<file path="src/sv/seam_min_cost_dp_assert.svh">
// Assertion macros for the seam cost block.
// Included by the top level; expects clk and rst in scope.
`ifndef SEAM_MIN_COST_DP_ASSERT_SVH
`define SEAM_MIN_COST_DP_ASSERT_SVH

// Same-cycle implication
`define SMCD_ASSERT_IMP(lbl, ante, cons) \
  lbl: assert property (@(posedge clk) disable iff (rst) (ante) |-> (cons)) \
    else $error("seam_min_cost_dp: same-cycle check failed");

// Next-cycle implication
`define SMCD_ASSERT_NXT(lbl, ante, cons) \
  lbl: assert property (@(posedge clk) disable iff (rst) (ante) |=> (cons)) \
    else $error("seam_min_cost_dp: next-cycle check failed");

`endif

</file>
<file path="src/sv/smcd_pkg.sv">
// Shared constants, types and helpers for the seam cost block.
// No dependencies.
package smcd_pkg;

  localparam int MAX_ROWS    = 1024;
  localparam int MAX_COLS    = 1024;
  localparam int ENERGY_BITS = 16;
  localparam int ENERGY_W    = 16;
  localparam int DIM_BITS    = 11;
  localparam int ROW_BITS    = $clog2(MAX_ROWS);
  localparam int COL_BITS    = $clog2(MAX_COLS) > 0 ? $clog2(MAX_COLS) : 1;
  localparam int COST_BITS   = 26;
  localparam int OUT_ROW_W   = 10;
  localparam int IN_TDATA_W  = 16;
  localparam int OUT_TDATA_W = 40;
  localparam int ADDR_W      = 3;

  localparam logic [COST_BITS-1:0] COST_TOP = {COST_BITS{1'b1}};

  typedef enum logic {
    REG_IMAGE_ROWS = 1'b0,
    REG_IMAGE_COLS = 1'b1
  } reg_idx_t;

  typedef struct packed {
    logic [ENERGY_BITS-1:0] energy;
    logic [ROW_BITS-1:0]    row;
    logic                   first_col;
    logic                   last_col;
    logic                   last_row;
    logic                   result;
  } pix_t;

  typedef struct packed {
    logic [COST_BITS-1:0] cost;
    logic [ROW_BITS-1:0]  row;
  } res_t;

  function automatic logic [DIM_BITS-1:0] clamp_dim(input logic [DIM_BITS-1:0] v,
                                                     input logic [DIM_BITS-1:0] maxv);
    logic [DIM_BITS-1:0] r;
    if (v == '0) begin
      r = DIM_BITS'(1);
    end else if (v > maxv) begin
      r = maxv;
    end else begin
      r = v;
    end
    return r;
  endfunction

endpackage

</file>
<file path="src/sv/smcd_seq.sv">
// Pixel sequencer: row/column counters, input stage register, line lookahead address.
// Depends on smcd_pkg.
module smcd_seq
  import smcd_pkg::*;
(
  input  logic                  clk,
  input  logic                  rst,
  input  logic                  accept,
  input  logic                  fire,
  input  logic                  restart,
  input  logic [ENERGY_W-1:0]   energy,
  input  logic [DIM_BITS-1:0]   image_rows,
  input  logic [DIM_BITS-1:0]   image_cols,
  output pix_t                  pix,
  output logic                  pix_valid,
  output logic [ROW_BITS-1:0]   rd_addr
);

  logic [ROW_BITS-1:0] row_count;
  logic [COL_BITS-1:0] col_count;
  logic [DIM_BITS-1:0] rows_eff;
  logic [DIM_BITS-1:0] cols_eff;
  logic                last_row;
  logic                last_col;

  assign rows_eff = clamp_dim(image_rows, DIM_BITS'(MAX_ROWS));
  assign cols_eff = clamp_dim(image_cols, DIM_BITS'(MAX_COLS));
  assign last_row = (DIM_BITS'(row_count) == rows_eff - DIM_BITS'(1));
  assign last_col = (DIM_BITS'(col_count) == cols_eff - DIM_BITS'(1));
  assign rd_addr  = last_row ? '0 : row_count + ROW_BITS'(1);

  always_ff @(posedge clk) begin
    if (rst || restart) begin
      row_count <= '0;
      col_count <= '0;
    end else if (accept) begin
      if (last_row) begin
        row_count <= '0;
        col_count <= last_col ? '0 : col_count + COL_BITS'(1);
      end else begin
        row_count <= row_count + ROW_BITS'(1);
      end
    end
  end

  always_ff @(posedge clk) begin
    if (rst) begin
      pix_valid <= 1'b0;
    end else if (accept) begin
      pix_valid <= 1'b1;
    end else if (fire) begin
      pix_valid <= 1'b0;
    end
  end

  always_ff @(posedge clk) begin
    if (accept) begin
      pix.energy    <= energy[ENERGY_BITS-1:0];
      pix.row       <= row_count;
      pix.first_col <= (col_count == '0);
      pix.last_col  <= last_col;
      pix.last_row  <= last_row;
      pix.result    <= last_col && last_row;
    end
  end

endmodule

</file>
<file path="config.mk">
export PLATFORM = sky130hd
export DESIGN_NAME = smcd_seq
export DESIGN_NICKNAME = d
export VERILOG_FILES = /design/src/sv/seam_min_cost_dp_assert.svh /design/src/sv/smcd_pkg.sv /design/src/sv/smcd_seq.sv
export SDC_FILE = /design/constraint.sdc
export NUM_CORES = 1
export LEC_CHECK = 0
export ABC_AREA = 0
export ABC_CLOCK_PERIOD_IN_PS = 9100
export BUFFER_PORTS_ARGS = -buffer_cell sky130_fd_sc_hd__buf_4
export CORE_AREA = 2 2 80 82
export DETAILED_ROUTE_END_ITERATION = 10
export DIE_AREA = 0 0 82 84
export PLACE_DENSITY = 0.86
export RECOVER_POWER = 25
export SYNTH_ARGS = -nofsm -noshare
export SYNTH_HDL_FRONTEND = slang
export SYNTH_SLANG_ARGS = --single-unit
</file>
<file path="constraint.sdc">
create_clock -name clk -period 9.1 [get_ports clk]
set_input_delay 0.455 -clock clk [delete_from_list [all_inputs] [get_ports clk]]
set_output_delay 0.455 -clock clk [all_outputs]
set_load 0.02 [all_outputs]
</file>
==> metrics.md <==
| Metric | Value |
|---|---|
| Dpl hpwl | `5.77 mm` |
| Ys async rst share | `0%` |
| # Max-Cap Violations | `1` |
| Gpl congestion | `0.904` |
| # resized after CTS | `0` |
| CP cell instances | `buf_4 > nor4_2 > a31oi_1 > or2_2 > ha_1 > xnor3_1 > a211oi_1 > a211oi_1 > or4b_1 > inv_6 > nor2_1 > buf_4` |
| Reg area | `between 0.001 and 0.0015 mm2` |
| CP top delay family | `simple AND/OR/NAND/NOR gates` |
| CP Class | `input pin to primary output` |
| Part of the power in combinational logic | `between 10% and 20%` |
| Routed length on met2 | `about 3.9 mm` |
| Die span in y | `around 84 um` |
| Power after layout | `0.492 mW` |
| Hold Fails Final Rpt | `0` |
| Pwr per Cell Area | `126 mW/mm2` |
| Total track usage | `22.9%` |
| WL final | `just under 8 mm` |
| RSZ-0062 raised after global routing | `no` |
| Initial DRC count | `between 200 and 300` |
| Synth Flop Type | `edfxtp_1` |
| Cell Area, Synth | `0.00321 mm2` |
| Required time worst endpoint | `about 8700 ps` |
| Post-synthesis sequential area ratio | `41.1%` |
| Drt via density | `6.01` |
| Layout cells sized above 1 | `around a quarter` |
| CTS H-tree lvls | `2` |
| Syn_nets | `405` |
| Die W | `82 um` |
| Die ar. | `0.00689 mm2` |
| Vias in the first global route | `2710` |
| Footprint of the multi-input gates | `~0.0017 mm2` |
| Final setup viols | `0` |
| Commonest non-fill, non-tap cell in the layout | `buf_4` |
| Tightest Hold Check Type | `input pin to register` |
| Clock buffer depth | `2` |
| Worst setup SP type | `input pin` |
| Tmin final | `4320 ps` |
| CTS Sinks | `51` |
| Sw Share | `24.6%` |
| Yosys Warn Count | `0` |
| Switch Pwr | `roughly 0.12 mW` |
| Met1 WL | `~3.3 mm` |
| Cells after Synth | `357` |
| Diodes inserted | `0` |
| Post-CTS setup buffers | `0` |
| Crit Path Max Fanout | `20` |
| Post-route ant nets | `0` |
| Worst Path Arrival | `3870 ps` |
| Syn_area_per_cell | `9.00 um2` |
| Global-route wire length before repair | `roughly 13 mm` |
| Worst-Margin Slew | `2050 ps` |
| CTS tree | `built` |
| Number of placement rows | `29` |
| Clock slew at reported path FFs | `90 ps` |
| Count of cell types in the netlist | `58` |
| Setup Skew | `~5.2 ps` |
| DR pass1 iterations | `5` |
| Initial core utilization | `52.7%` |
| Number of hold buffers added after CTS | `0` |
| Rel. slew slack | `-36.6%` |
| Root buffer cell | `clkbuf_8` |
| PortBufs | `83` |
| Fillers | `510` |
| Maximum VDD drop | `about 0.000086 V` |
| DR WL met3 | `487 um` |
| Status | `finished, violations left` |
| Worst Setup End Kind | `primary output` |
| Clock share of power | `between 30% and 40%` |
| Most frequent cells in the layout | `buf_4 (66), edfxtp_1 (30), nor2_1 (29)` |
| GRT overflow | `0` |
| Final slew viol count | `41` |
| Worst-skew pair later-pin latency | `300 ps` |
| Detailed-route wire length per cell | `approximately 16 um` |
| LEAKAGE | `around 1.5 nW` |
| Pint | `0.371 mW` |
| Worst Path Buf+Inv | `3` |
| Max stage delay on crit path | `between 700 and 800 ps` |
| Initial antenna violation count | `0` |
| Setup tns final | `0 ps` |
| Period utilization | `between 40% and 50%` |
| Sequential share of power | `between 50% and 60%` |
| Via count | `2992` |
| Critical-path top delay cell | `or4b_1` |
| Highest metal used | `met4` |
| Io pins | `84` |
| Nets@finish | `468` |
| Num CTS Buffers | `5` |
| EDFF count, synth | `30` |
| Achievable Freq | `between 0.2 and 0.25 GHz` |
| Synth Register Bits | `~50` |
| DRC violations left | `0` |
| Largest net degree at the start of global routing | `41` |
| Core region area | `0.00610 mm2` |
| Area Growth Syn to Fin | `21.8%` |
| Failing checks | `capacitance limit, slew limit` |
-- registers in the layout, summed over array words and instances (netlist names) --
name / count
pix_valid: 1
pix: 30
row_count: 10
col_count: 10
-- cells in the mapped netlist, types with 4 or more instances --
master / n / share of area [%]
xnor2_1: 15 / 4.1
nor3_1: 13 / 2.0
clkbuf_1: 21 / 2.5
inv_1: 16 / 1.9
xor2_1: 11 / 3.0
nand3_1: 17 / 2.6
ha_1: 5 / 1.9
edfxtp_1: 30 / 28
a21oi_1: 22 / 3.4
nor2b_1: 5 / 0.97
and3_1: 4 / 0.78
o21a_1: 4 / 0.93
a211oi_1: 7 / 1.6
dfxtp_1: 21 / 13
o21ai_0: 11 / 1.7
nand2_1: 25 / 2.9
o31ai_1: 4 / 0.93
a31oi_1: 12 / 2.3
nor4_1: 7 / 1.4
nand4_1: 4 / 0.78
or4_1: 7 / 1.6
or3_1: 4 / 0.78
nor2_1: 29 / 3.4
nand2b_1: 5 / 0.97
-- cell type report --
type	instances	share of cell area [%]
Tap cell	77	2.46
Multi-Input combinational cell	262	43.3
Timing Repair Buffer	83	15.8
Clock buffer	6	1.86
Sequential cell	51	33.8
Inverter	17	1.76
Clock inverter	2	0.960
-- routing by layer --
| layer | vias up | global-route usage, % |
|---|---|---|
| met1 | 1403 | 30.5 |
| met2 | 125 | 38.9 |
| met3 | 18 | 3.03 |
| met5 | - | 0 |
| li1 | 1446 | - |
| met4 | 0 | 5.91 |
-- cell families after synthesis --
| family | count (synthesis) | synth area share (%) |
|---|---|---|
| AOI/OAI and AO/OA | 83 | 17.0 |
| muxes | 3 | 0.935 |
| and+or+nand+nor | 144 | 25.1 |
| buffers and inverters | 44 | 6.08 |
| xor gates and xnor gates | 27 | 7.79 |
| DFF | 51 | 41.1 |
| adders and majority gates | 5 | 1.95 |
-- path summary, 6_finish.rpt --
kind / start / to / slack [ps] / cells after the start
worst min register to register: pix_valid$_SDFFE_PP0P_ / pix_valid$_SDFFE_PP0P_ / 490 / 2
worst max-delay path: image_rows[0] / rd_addr[9] / 4780 / 12
worst max register to register: row_count[6]$_SDFFE_PP0P_ / col_count[4]$_SDFFE_PP0P_ / 5890 / 9
worst min-delay path: rst / pix_valid$_SDFFE_PP0P_ / 310 / 2
-- per-stage QoR --
step | worst slack [ps] | utilization (%) | cells | area, um2 | hold WS, ps
floorplan | 5050 | - | 357 | 3210 | 406
global placement | 4840 | 62.4 | 490 | 3800 | 460
detailed placement | 4670 | 62.4 | 490 | 3800 | 478
CTS | 4800 | 64.2 | 498 | 3920 | 308
global route | 4650 | 64.2 | 498 | 3910 | 316
finish | 4780 | 64.2 | 498 | 3910 | 313
-- power by group through the flow --
stage | clock [mW] | sequential [mW] | combinational, mW
after global routing | 0.162 | 0.257 | 0.0909
after floorplan | 0 | 0.271 | 0.0338
final | 0.152 | 0.256 | 0.0837
after detailed placement | 0 | 0.261 | 0.0837
after CTS | 0.155 | 0.256 | 0.0841
after global placement | 0 | 0.260 | 0.0820
-- worst register-to-register path: cells and delay by family (launching register included) --
family / cells / cell delay [ps]
flops: 1 / 490
xor+xnor: 1 / 370
compound gates: 3 / 490
simple gates: 3 / 1420
buf+inv: 2 / 370
Power figures use the tool's default switching activity.
